<file path="src/rtl/rse_pkg.sv">
// Shared types and constants for the ring stack expression ALU.
// Used by rse_alu, rse_cell and ring_stack_expression_alu; no dependencies.
package rse_pkg;

  // Data path and stack geometry
  localparam int unsigned DATA_W      = 16;
  localparam int unsigned OP_W        = 5;
  localparam int unsigned STACK_DEPTH = 16;

  localparam logic [DATA_W-1:0] SIGN_MASK = 16'h8000;

  typedef logic [DATA_W-1:0] data_t;

  // Operation codes carried by a transaction
  typedef enum logic [OP_W-1:0] {
    OP_PUSH = 5'd0,
    OP_SIGN = 5'd1,
    OP_NOT  = 5'd2,
    OP_ADD  = 5'd3,
    OP_SUB  = 5'd4,
    OP_MUL  = 5'd5,
    OP_EQ   = 5'd6,
    OP_NEQ  = 5'd7,
    OP_LT   = 5'd8,
    OP_LE   = 5'd9,
    OP_ULT  = 5'd10,
    OP_ULE  = 5'd11,
    OP_AND  = 5'd12,
    OP_OR   = 5'd13,
    OP_XOR  = 5'd14,
    OP_SHR  = 5'd15,
    OP_SAR  = 5'd16,
    OP_SHL  = 5'd17
  } opcode_e;

  // What a stack cell loads on the next edge
  typedef enum logic [1:0] {
    CELL_HOLD      = 2'd0,
    CELL_FROM_PREV = 2'd1,
    CELL_FROM_NEXT = 2'd2,
    CELL_LOAD      = 2'd3
  } cell_mode_e;

endpackage

</file>
<file path="src/rtl/rse_alu.sv">
// Combinational operation unit: computes the new top of stack from the
// two topmost cells and the pushed value. Depends on rse_pkg.
module rse_alu (
  input  rse_pkg::opcode_e op_i,
  input  rse_pkg::data_t   rhs_i,
  input  rse_pkg::data_t   lhs_i,
  input  rse_pkg::data_t   push_i,
  output rse_pkg::data_t   top_o
);
  import rse_pkg::*;

  logic  big_shift;
  data_t prod;

  // any amount of 16 or more clears or sign-fills
  assign big_shift = |rhs_i[DATA_W-1:4];
  assign prod      = lhs_i * rhs_i;

  always_comb begin
    case (op_i)
      OP_PUSH: top_o = push_i;
      OP_SIGN: top_o = rhs_i ^ SIGN_MASK;
      OP_NOT:  top_o = ~rhs_i;
      OP_ADD:  top_o = lhs_i + rhs_i;
      OP_SUB:  top_o = lhs_i - rhs_i;
      OP_MUL:  top_o = prod;
      OP_EQ:   top_o = {{(DATA_W-1){1'b0}}, lhs_i == rhs_i};
      OP_NEQ:  top_o = {{(DATA_W-1){1'b0}}, lhs_i != rhs_i};
      OP_LT:   top_o = {{(DATA_W-1){1'b0}}, $signed(lhs_i) < $signed(rhs_i)};
      OP_LE:   top_o = {{(DATA_W-1){1'b0}}, $signed(lhs_i) <= $signed(rhs_i)};
      OP_ULT:  top_o = {{(DATA_W-1){1'b0}}, lhs_i < rhs_i};
      OP_ULE:  top_o = {{(DATA_W-1){1'b0}}, lhs_i <= rhs_i};
      OP_AND:  top_o = lhs_i & rhs_i;
      OP_OR:   top_o = lhs_i | rhs_i;
      OP_XOR:  top_o = lhs_i ^ rhs_i;
      OP_SHR:  top_o = big_shift ? '0 : (lhs_i >> rhs_i[3:0]);
      OP_SAR:  top_o = big_shift ? {DATA_W{lhs_i[DATA_W-1]}}
                                 : data_t'($signed(lhs_i) >>> rhs_i[3:0]);
      OP_SHL:  top_o = big_shift ? '0 : (lhs_i << rhs_i[3:0]);
      default: top_o = rhs_i;  // unused codes leave the top as is
    endcase
  end

endmodule

</file>
<file path="src/rtl/rse_cell.sv">
// One stack cell: holds a single entry and takes its neighbor's entry,
// a loaded value, or keeps its own. Depends on rse_pkg.
module rse_cell (
  input  logic                 clk_i,
  input  logic                 rst_ni,
  input  rse_pkg::cell_mode_e  mode_i,
  input  rse_pkg::data_t       prev_i,
  input  rse_pkg::data_t       next_i,
  input  rse_pkg::data_t       load_i,
  output rse_pkg::data_t       val_o
);
  import rse_pkg::*;

  data_t val_d, val_q;

  // next entry select
  always_comb begin
    case (mode_i)
      CELL_FROM_PREV: val_d = prev_i;
      CELL_FROM_NEXT: val_d = next_i;
      CELL_LOAD:      val_d = load_i;
      default:        val_d = val_q;
    endcase
  end

  always_ff @(posedge clk_i or negedge rst_ni) begin
    if (!rst_ni) begin
      val_q <= '0;
    end else begin
      val_q <= val_d;
    end
  end

  assign val_o = val_q;

endmodule

</file>
<file path="src/rtl/ring_stack_expression_alu.sv">
// Top level of the ring stack expression ALU: a ring of stack cells with
// the top always in cell 0, an operation unit and an output register.
// Depends on rse_pkg, rse_alu and rse_cell.
//
//  channel | direction | handshake               | payload
//  --------+-----------+-------------------------+---------------------------
//  in      | input     | in_valid_i / in_stall_o | opcode_i, push_value_i
//  out     | output    | out_valid_o/ out_stall_i| top_value_o
//
// One transaction per cycle unless stalled: an accepted operation updates
// the cell ring and loads the output register on the same edge, its
// result is offered on the next cycle. Push rotates the ring down, binary
// operations rotate it up, both in a single shift of the cell chain.
// Reset clears every cell to zero and empties the output register.
// in_stall_o is raised only while a result waits and out_stall_i is high.
module ring_stack_expression_alu (
  input  logic                               clk_i,
  input  logic                               rst_ni,
  input  logic                               in_valid_i,
  output logic                               in_stall_o,
  input  logic [rse_pkg::OP_W-1:0]           opcode_i,
  input  logic signed [rse_pkg::DATA_W-1:0]  push_value_i,
  output logic                               out_valid_o,
  input  logic                               out_stall_i,
  output logic signed [rse_pkg::DATA_W-1:0]  top_value_o
);
  import rse_pkg::*;

  opcode_e    op;
  logic       in_acc;
  logic       is_push;
  logic       is_binary;
  logic       is_unary;
  data_t      new_top;
  data_t      cell_val [STACK_DEPTH];
  cell_mode_e cell_mode[STACK_DEPTH];

  logic  out_valid_d, out_valid_q;
  data_t top_d, top_q;

  assign op        = opcode_e'(opcode_i);
  assign in_stall_o = out_valid_q & out_stall_i;
  assign in_acc    = in_valid_i & ~in_stall_o;

  // operation class decode
  assign is_push   = (op == OP_PUSH);
  assign is_unary  = (op == OP_SIGN) || (op == OP_NOT);
  assign is_binary = (opcode_i >= OP_ADD) && (opcode_i <= OP_SHL);

  rse_alu u_alu (
    .op_i   (op),
    .rhs_i  (cell_val[0]),
    .lhs_i  (cell_val[1]),
    .push_i (data_t'(push_value_i)),
    .top_o  (new_top)
  );

  // per-cell shift control: cell 0 loads the new top, the rest rotate on push or binary ops
  always_comb begin
    for (int k = 0; k < STACK_DEPTH; k++) begin
      cell_mode[k] = CELL_HOLD;
      if (in_acc) begin
        if (k == 0) begin
          if (is_push || is_unary || is_binary) cell_mode[k] = CELL_LOAD;
        end else if (is_push) begin
          cell_mode[k] = CELL_FROM_PREV;
        end else if (is_binary) begin
          cell_mode[k] = CELL_FROM_NEXT;
        end
      end
    end
  end

  // ring of cells, neighbors wrap around
  for (genvar k = 0; k < STACK_DEPTH; k++) begin : g_cell
    rse_cell u_cell (
      .clk_i  (clk_i),
      .rst_ni (rst_ni),
      .mode_i (cell_mode[k]),
      .prev_i (cell_val[(k + STACK_DEPTH - 1) % STACK_DEPTH]),
      .next_i (cell_val[(k + 1) % STACK_DEPTH]),
      .load_i (new_top),
      .val_o  (cell_val[k])
    );
  end

  // output register
  always_comb begin
    out_valid_d = out_valid_q;
    top_d       = top_q;
    if (in_acc) begin
      out_valid_d = 1'b1;
      top_d       = new_top;
    end else if (!out_stall_i) begin
      out_valid_d = 1'b0;
    end
  end

  always_ff @(posedge clk_i or negedge rst_ni) begin
    if (!rst_ni) begin
      out_valid_q <= 1'b0;
    end else begin
      out_valid_q <= out_valid_d;
    end
  end

  always_ff @(posedge clk_i) begin
    top_q <= top_d;
  end

  assign out_valid_o = out_valid_q;
  assign top_value_o = $signed(top_q);

`ifndef SYNTHESIS
  // a pushed value becomes both the offered result and the top cell
  a_push_top: assert property (@(posedge clk_i) disable iff (!rst_ni)
    (in_acc && is_push) |=> (top_q == $past(push_value_i)) && (cell_val[0] == top_q))
    else $error("push did not land on top of stack");

  // a pop rotates the old rhs into the last cell of the ring
  a_pop_wrap: assert property (@(posedge clk_i) disable iff (!rst_ni)
    (in_acc && is_binary) |=> cell_val[STACK_DEPTH-1] == $past(cell_val[0]))
    else $error("ring did not wrap on pop");

  // a result appears only after an accepted transaction
  a_out_cause: assert property (@(posedge clk_i) disable iff (!rst_ni)
    $rose(out_valid_q) |-> $past(in_acc))
    else $error("result without transaction");

  // the offered result always mirrors the top cell
  a_out_top: assert property (@(posedge clk_i) disable iff (!rst_ni)
    out_valid_q |-> top_q == cell_val[0])
    else $error("result differs from top of stack");
`endif

endmodule

</file>
<file path="config.mk">
export PLATFORM = sky130hd
export DESIGN_NAME = ring_stack_expression_alu
export DESIGN_NICKNAME = d
export VERILOG_FILES = /design/src/rtl/rse_pkg.sv /design/src/rtl/rse_alu.sv /design/src/rtl/rse_cell.sv /design/src/rtl/ring_stack_expression_alu.sv
export SDC_FILE = /design/constraint.sdc
export NUM_CORES = 1
export LEC_CHECK = 0
export ABC_AREA = 1
export BUFFER_PORTS_ARGS = -buffer_cell sky130_fd_sc_hd__buf_2
export CORE_MARGIN = 8
export CORE_UTILIZATION = 35
export CTS_BUF_LIST = sky130_fd_sc_hd__clkbuf_8
export DETAILED_ROUTE_END_ITERATION = 6
export GPL_TIMING_DRIVEN = 0
export PLACE_DENSITY = 0.58
export RECOVER_POWER = 100
export SYNTH_ARGS = -nofsm -noshare
export SYNTH_HDL_FRONTEND = slang
export SYNTH_SLANG_ARGS = --single-unit
</file>
<file path="constraint.sdc">
create_clock -name clk_i -period 7.8 [get_ports clk_i]
set_clock_uncertainty 0.1 [all_clocks]
set_input_delay 1.17 -clock clk_i [delete_from_list [all_inputs] [get_ports clk_i]]
set_output_delay 1.17 -clock clk_i [all_outputs]
set_load 0.01 [all_outputs]
</file>
; Yosys cells after proc, flatten, opt, wreduce, memory -nomap -nowiden
; Cells that the tools add are included.
[totals]
ff_bits = 273
latchBits = 0
ram_bits = 0
rom_bits = 0
wordCells = 99
mem_count = 0
[op_classes]
n_addsub = 2
mul = 1
div_mod_pow = 0
order_cmp = 6
n_eq_ne = 26
shifts = 3
n_mux = 27
n_bitwise = 8
n_reduce_logical = 8
[ops]
columns = op, n
row1 = $pmux 16 s3, 16
row2 = $pmux 16 s18, 1
row3 = $mux 16, 3
row4 = $eq 5x4->1 const B, 8
row5 = $le 16x16->1, 2
row6 = $lt 16x16->1, 2
row7 = $eq 5x3->1 const B, 4
row8 = $add 16x16->16, 1
row9 = $and 16x16->16, 1
row10 = $eq 16x16->1, 1
row11 = $mul 16x16->16, 1
row12 = $ne 16x16->1, 1
row13 = $not 16->16, 1
row14 = $or 16x16->16, 1
row15 = $shl 16x4->16, 1
row16 = $shr 16x4->16, 1
row17 = $sshr 16x4->16, 1
row18 = $sub 16x16->16, 1
row19 = $xor 16x16->16, 1
row20 = $reduce_or 12->1, 1
row21 = $eq 5x2->1 const B, 2
row22 = $eq 5x5->1 const B, 2
row23 = $mux 2, 5
row24 = $eq 2x2->1 const B, 4
row25 = 12 further kinds, 19

; Depth between registers and ports, before layout
[depth]
depth_word = 8
ltp_mapped = 32
mapped_depth_nobuf = 29

; By module
; From an unflattened synthesis, not the netlist that was laid out.
[hier_totals]
hier_cells = 4106
area_unflattened_um2 = 26192.6
[modules_own_cells]
columns = mod, instances, cells_each, area_each_um2, seq_area_each_um2
row1 = rse_cell, 16, 157, 1029.7, 400.4
row2 = rse_alu, 1, 1558, 9123.8, 0.0
row3 = ring_stack_expression_alu, 1, 36, 593.1, 505.5

; Least setup slack after synthesis
; No wires, ideal clock.
[synth_timing]
path_kind = register -> register
from = register g_cell[0].u_cell.val_q[1]
to = register top_q[14], in the netlist top_value_o[14], data pin
setup_ns = 0.250
arrival_time_ns = 5.762
required_ns = 7.450
setup_slack_ns = 1.688
stages_incl_launch_ff = 27
path_buffers = 3
period_less_slack_ns = 6.112
path_cell_list = dfrtp_1 -> clkbuf_1 -> clkbuf_1 -> buf_1 -> nand2_1 -> fa_1 -> fa_1 -> inv_1 -> fa_1 -> inv_1 -> fa_1 -> inv_1 -> fa_1 -> inv_1 -> fa_1 -> inv_1 -> ha_1 -> inv_1 -> nor4_1 -> nand3_1 -> nand4_1 -> a21oi_1 -> o21ai_0 -> nand2_1 -> nand3b_1 -> nand2_1 -> inv_1
[synth_via]
elab_chain_len = 3
[synth_lines]
columns = item, line_no
row1 = start: declaration, rse_cell.sv:14  ; data_t val_d, val_q;
row2 = start signal: assignment, rse_cell.sv:30  ; val_q <= val_d;
row3 = branches (longest 2 deep; another with $mul 16x16->16), --
row4 = $pmux 16 s18 *, rse_alu.sv:20  ; case (op_i)
row5 = named net g_cell[0].u_cell.load_i[14], rse_cell.sv:9  ; input rse_pkg::data_t load_i,
row6 = end signal: assignment, ring_stack_expression_alu.sv:108  ; top_q <= top_d;
row7 = end: declaration, ring_stack_expression_alu.sv:39  ; data_t top_d, top_q;
; Mark *: on every way through the listed nets, which the timed path passes.
; A chain may end at the register's enable or synchronous reset.

; Worst setup path after layout
[layout_timing]
from = register g_cell[0].u_cell.val_q[3]
to = register top_q[14], in the netlist top_value_o[14], data pin
; Same word-level chain as after synthesis.

==> results.cfg <==
[pwr]
swShare = 0.522
switchingPower_mw = 4.73
p_int_mw = 4.34
seqPwrFrac = 0.229
clockPowerShare = 0.167
pwr-share-comb = 0.604
power.static_leakage_nw = 11.3
power_density_mw_per_mm2 = 389
vdd_drop_max_mv = 0.299

[layout]
fin_util = 0.389
seqCellArea_sq_mm = 0.00691
final_layout_size_suffix_gt1_frac = 0.0628
area_delta_synth_final_pct = 10.3
multi_input_area_sq_mm = 0.0118
final_cell_mix = nand2_1, o21ai_0, inv_1
fillers = 6483
finalInstanceArea_sq_mm = 0.0233
fin_nets = 3263
layout_commonest_cell = nand2_1

[clock_tree]
cts.path.max_buffers = 3
root_buffer = clkbuf_8
postCtsSetupBuffers = 0
cts.clk_slew.worst_paths_ns = 0.08
cts_sinks = 273
cts-buffers-inserted = 51
cts-htree-levels = 2
cts_resized = 0
insertion_delay_ns = 0.68
tritoncts = yes
ctsHoldBuffers = 0

[global_routing]
grt_max_degree = 102
track_usage = 0.252
grt-ovfl-total = 0
grt_pass1_wl_mm = 131
grt_pass1_vias = 20500
antenna_found_initial = 3

[synth]
synthFlopType = dfrtp_1
ys_types = 57
synthCells = 2963
synth_area_leader_cell = dfrtp_1
synthesis.area_sq_mm = 0.0212
async_flop_share = 0.941
synth_top_area_share = 0.304
ys_seq_area_frac = 0.327
ys_top_cells_by_area = dfrtp_1, o21ai_0, nand2_1
synth-warning-count = 0
ys_ff_latch = 273
synth_edf_count = 16
avgSynthCellArea_sq_um = 7.14
synth_fp_nets = 3168

[route]
num_vias = 21200
totalWireLength_mm = 86.8
ant_nets = 0
drc = 1
dr.first_iter.drc_count = 2073
wire_per_inst_um = 22.4
first_pass_iters = 7
vias_per_cell = 5.47

[sta]
fin_crit_sh = 0.944
setup_tns_ns = 0
worst_pin_slew_ns = 3.37
period_needed_ns = 7.36
finalMaxSlewViolations = 182
maxSlewHeadroom = -1.24
rsz0062_at_grt = false
finalHoldViolCount = 0
finalSetupViolCount = 0
timing.fmax_mhz = 136

[setup_path]
path_class = reg2reg
critical_path.max_stage_delay_ns = 0.62
startpoint_type = register
crit_path_end_kind = register
cp.required_ns = 8.12
crit_slowest_cell = dfrtp_1
cp_data_arrival_time_ns = 7.68
crit_top_cell = inv_1
worstPathMaxFanout = 10

[placed_design]
dpl_cell_area_sq_mm = 0.0224
numPortBuffers = 42
place.gp.congestion = 1.04
dp_hpwl_mm = 67.2

[floorplan]
dieArea_sq_mm = 0.0686
ios = 43
coreArea_sq_mm = 0.0600
die_w_um = 262
die_y_um = 262
start_util = 0.352
row_count = 90

[status]
status = complete, but fails checks
violations = design-rule violations, max-capacitance violations, max-slew violations

[hold_path]
hold_class = reg2reg

[flow_run]
maxCapViolations = 3
[kinds of logic (layout without fill, tap and decap cells)]
family / after synthesis / after routing / share of synthesized area
xor+xnor: 5 / 5 / 0.00207
buf+inv: 603 / 731 / 0.114
compound gates: 816 / 816 / 0.204
fa+ha+maj: 180 / 180 / 0.136
other cells: 0 / 1 / 0
flops: 273 / 273 / 0.327
simple gates: 1084 / 1084 / 0.217
mux: 2 / 2 / 0.000947
[synth_stat cells, types with 3 or more instances]
master and n:
nand3b_1 4, ha_1 98, inv_2 17, nor4_1 4, clkinv_1 3, nand2_2 8
and2_1 3, clkbuf_1 93, buf_1 7, buf_4 7, nor2_2 7, o211ai_1 14
a211oi_1 9, dfrtp_1 257, nand4_1 15, edfxtp_1 16, buf_2 76, o21ai_1 71
nand3_1 245, nand2_1 565, o21ai_0 452, or2_2 3, o21bai_1 3, xor2_1 3
nor2_1 202, o21a_1 20, fa_1 82, o2111ai_1 3, inv_1 396, a21o_1 6
nor3_1 17, a31oi_1 5, o22ai_1 23, a21oi_1 196
[final timing paths]
kind                                              end  cells past startpoint  slack, ns                        from
max                                   top_value_o[14]                     25       0.44   g_cell[0].u_cell.val_o[3]
min                        g_cell[1].u_cell.val_o[15]                      2       0.38  g_cell[2].u_cell.val_o[15]
max reg2reg                           top_value_o[14]                     25       0.44   g_cell[0].u_cell.val_o[3]
min reg2reg                g_cell[1].u_cell.val_o[15]                      2       0.38  g_cell[2].u_cell.val_o[15]
max in group asynchronous  g_cell[0].u_cell.val_o[10]                      2       1.98                      rst_ni
min in group asynchronous  g_cell[10].u_cell.val_o[6]                      1       1.58                      rst_ni
[registers in the layout, summed over array words and instances, names as in the netlist]
register             cells
out_valid_o              1
top_value_o             16
g_cell.u_cell.val_o    256
[through the flow]
stage / instances / power [mW] / setup WS, ns / hold slack [ns]
floorplan: 2963 / 5.64 / 1.69 / 0.359
global placement: 3787 / 7.56 / 0.0523 / 0.378
detailed placement: 3789 / 7.57 / 0.0473 / 0.376
CTS: 3875 / 9.11 / 0.0439 / 0.369
global route: 3874 / 9.87 / 0.102 / 0.415
finish: 3874 / 9.06 / 0.436 / 0.378
[routing by layer]
metal,routed length (um),part of all wire,vias to the layer above,global-route usage
met5,0,0,-,0
met4,4410,0.051,0,0.119
met3,6480,0.075,220,0.0392
met2,39400,0.45,891,0.405
met1,36600,0.42,10200,0.331
li1,-,-,9884,-
[worst max-delay path: cells and delay by family, from the launching register on]
kind	cells	cell delay [ns]
compound gates	2	0.33
simple gates	7	1.31
buf+inv	9	1.33
flops	1	0.62
fa+ha+maj	7	3.40
[power by group through the flow]
| stage | combinational, mW | clock, mW | sequential, mW |
|---|---|---|---|
| after detailed placement | 5.48 | 0 | 2.09 |
| after global placement | 5.47 | 0 | 2.09 |
| final | 5.48 | 1.51 | 2.08 |
| after global routing | 6.17 | 1.59 | 2.11 |
| after floorplan | 3.71 | 0 | 1.94 |
| after CTS | 5.51 | 1.54 | 2.07 |
[layout make-up]
type / count / share of cell area
clock buffer: 60 / 0.0354
timing repair buffer: 44 / 0.00939
buffer: 184 / 0.0337
multi-input combinational: 2087 / 0.506
inverter: 417 / 0.0672
clock inverter: 26 / 0.00966
sequential: 273 / 0.296
tap: 782 / 0.0420
antenna: 1 / 0.000107
No activity file was read; power rests on OpenSTA's default activity.
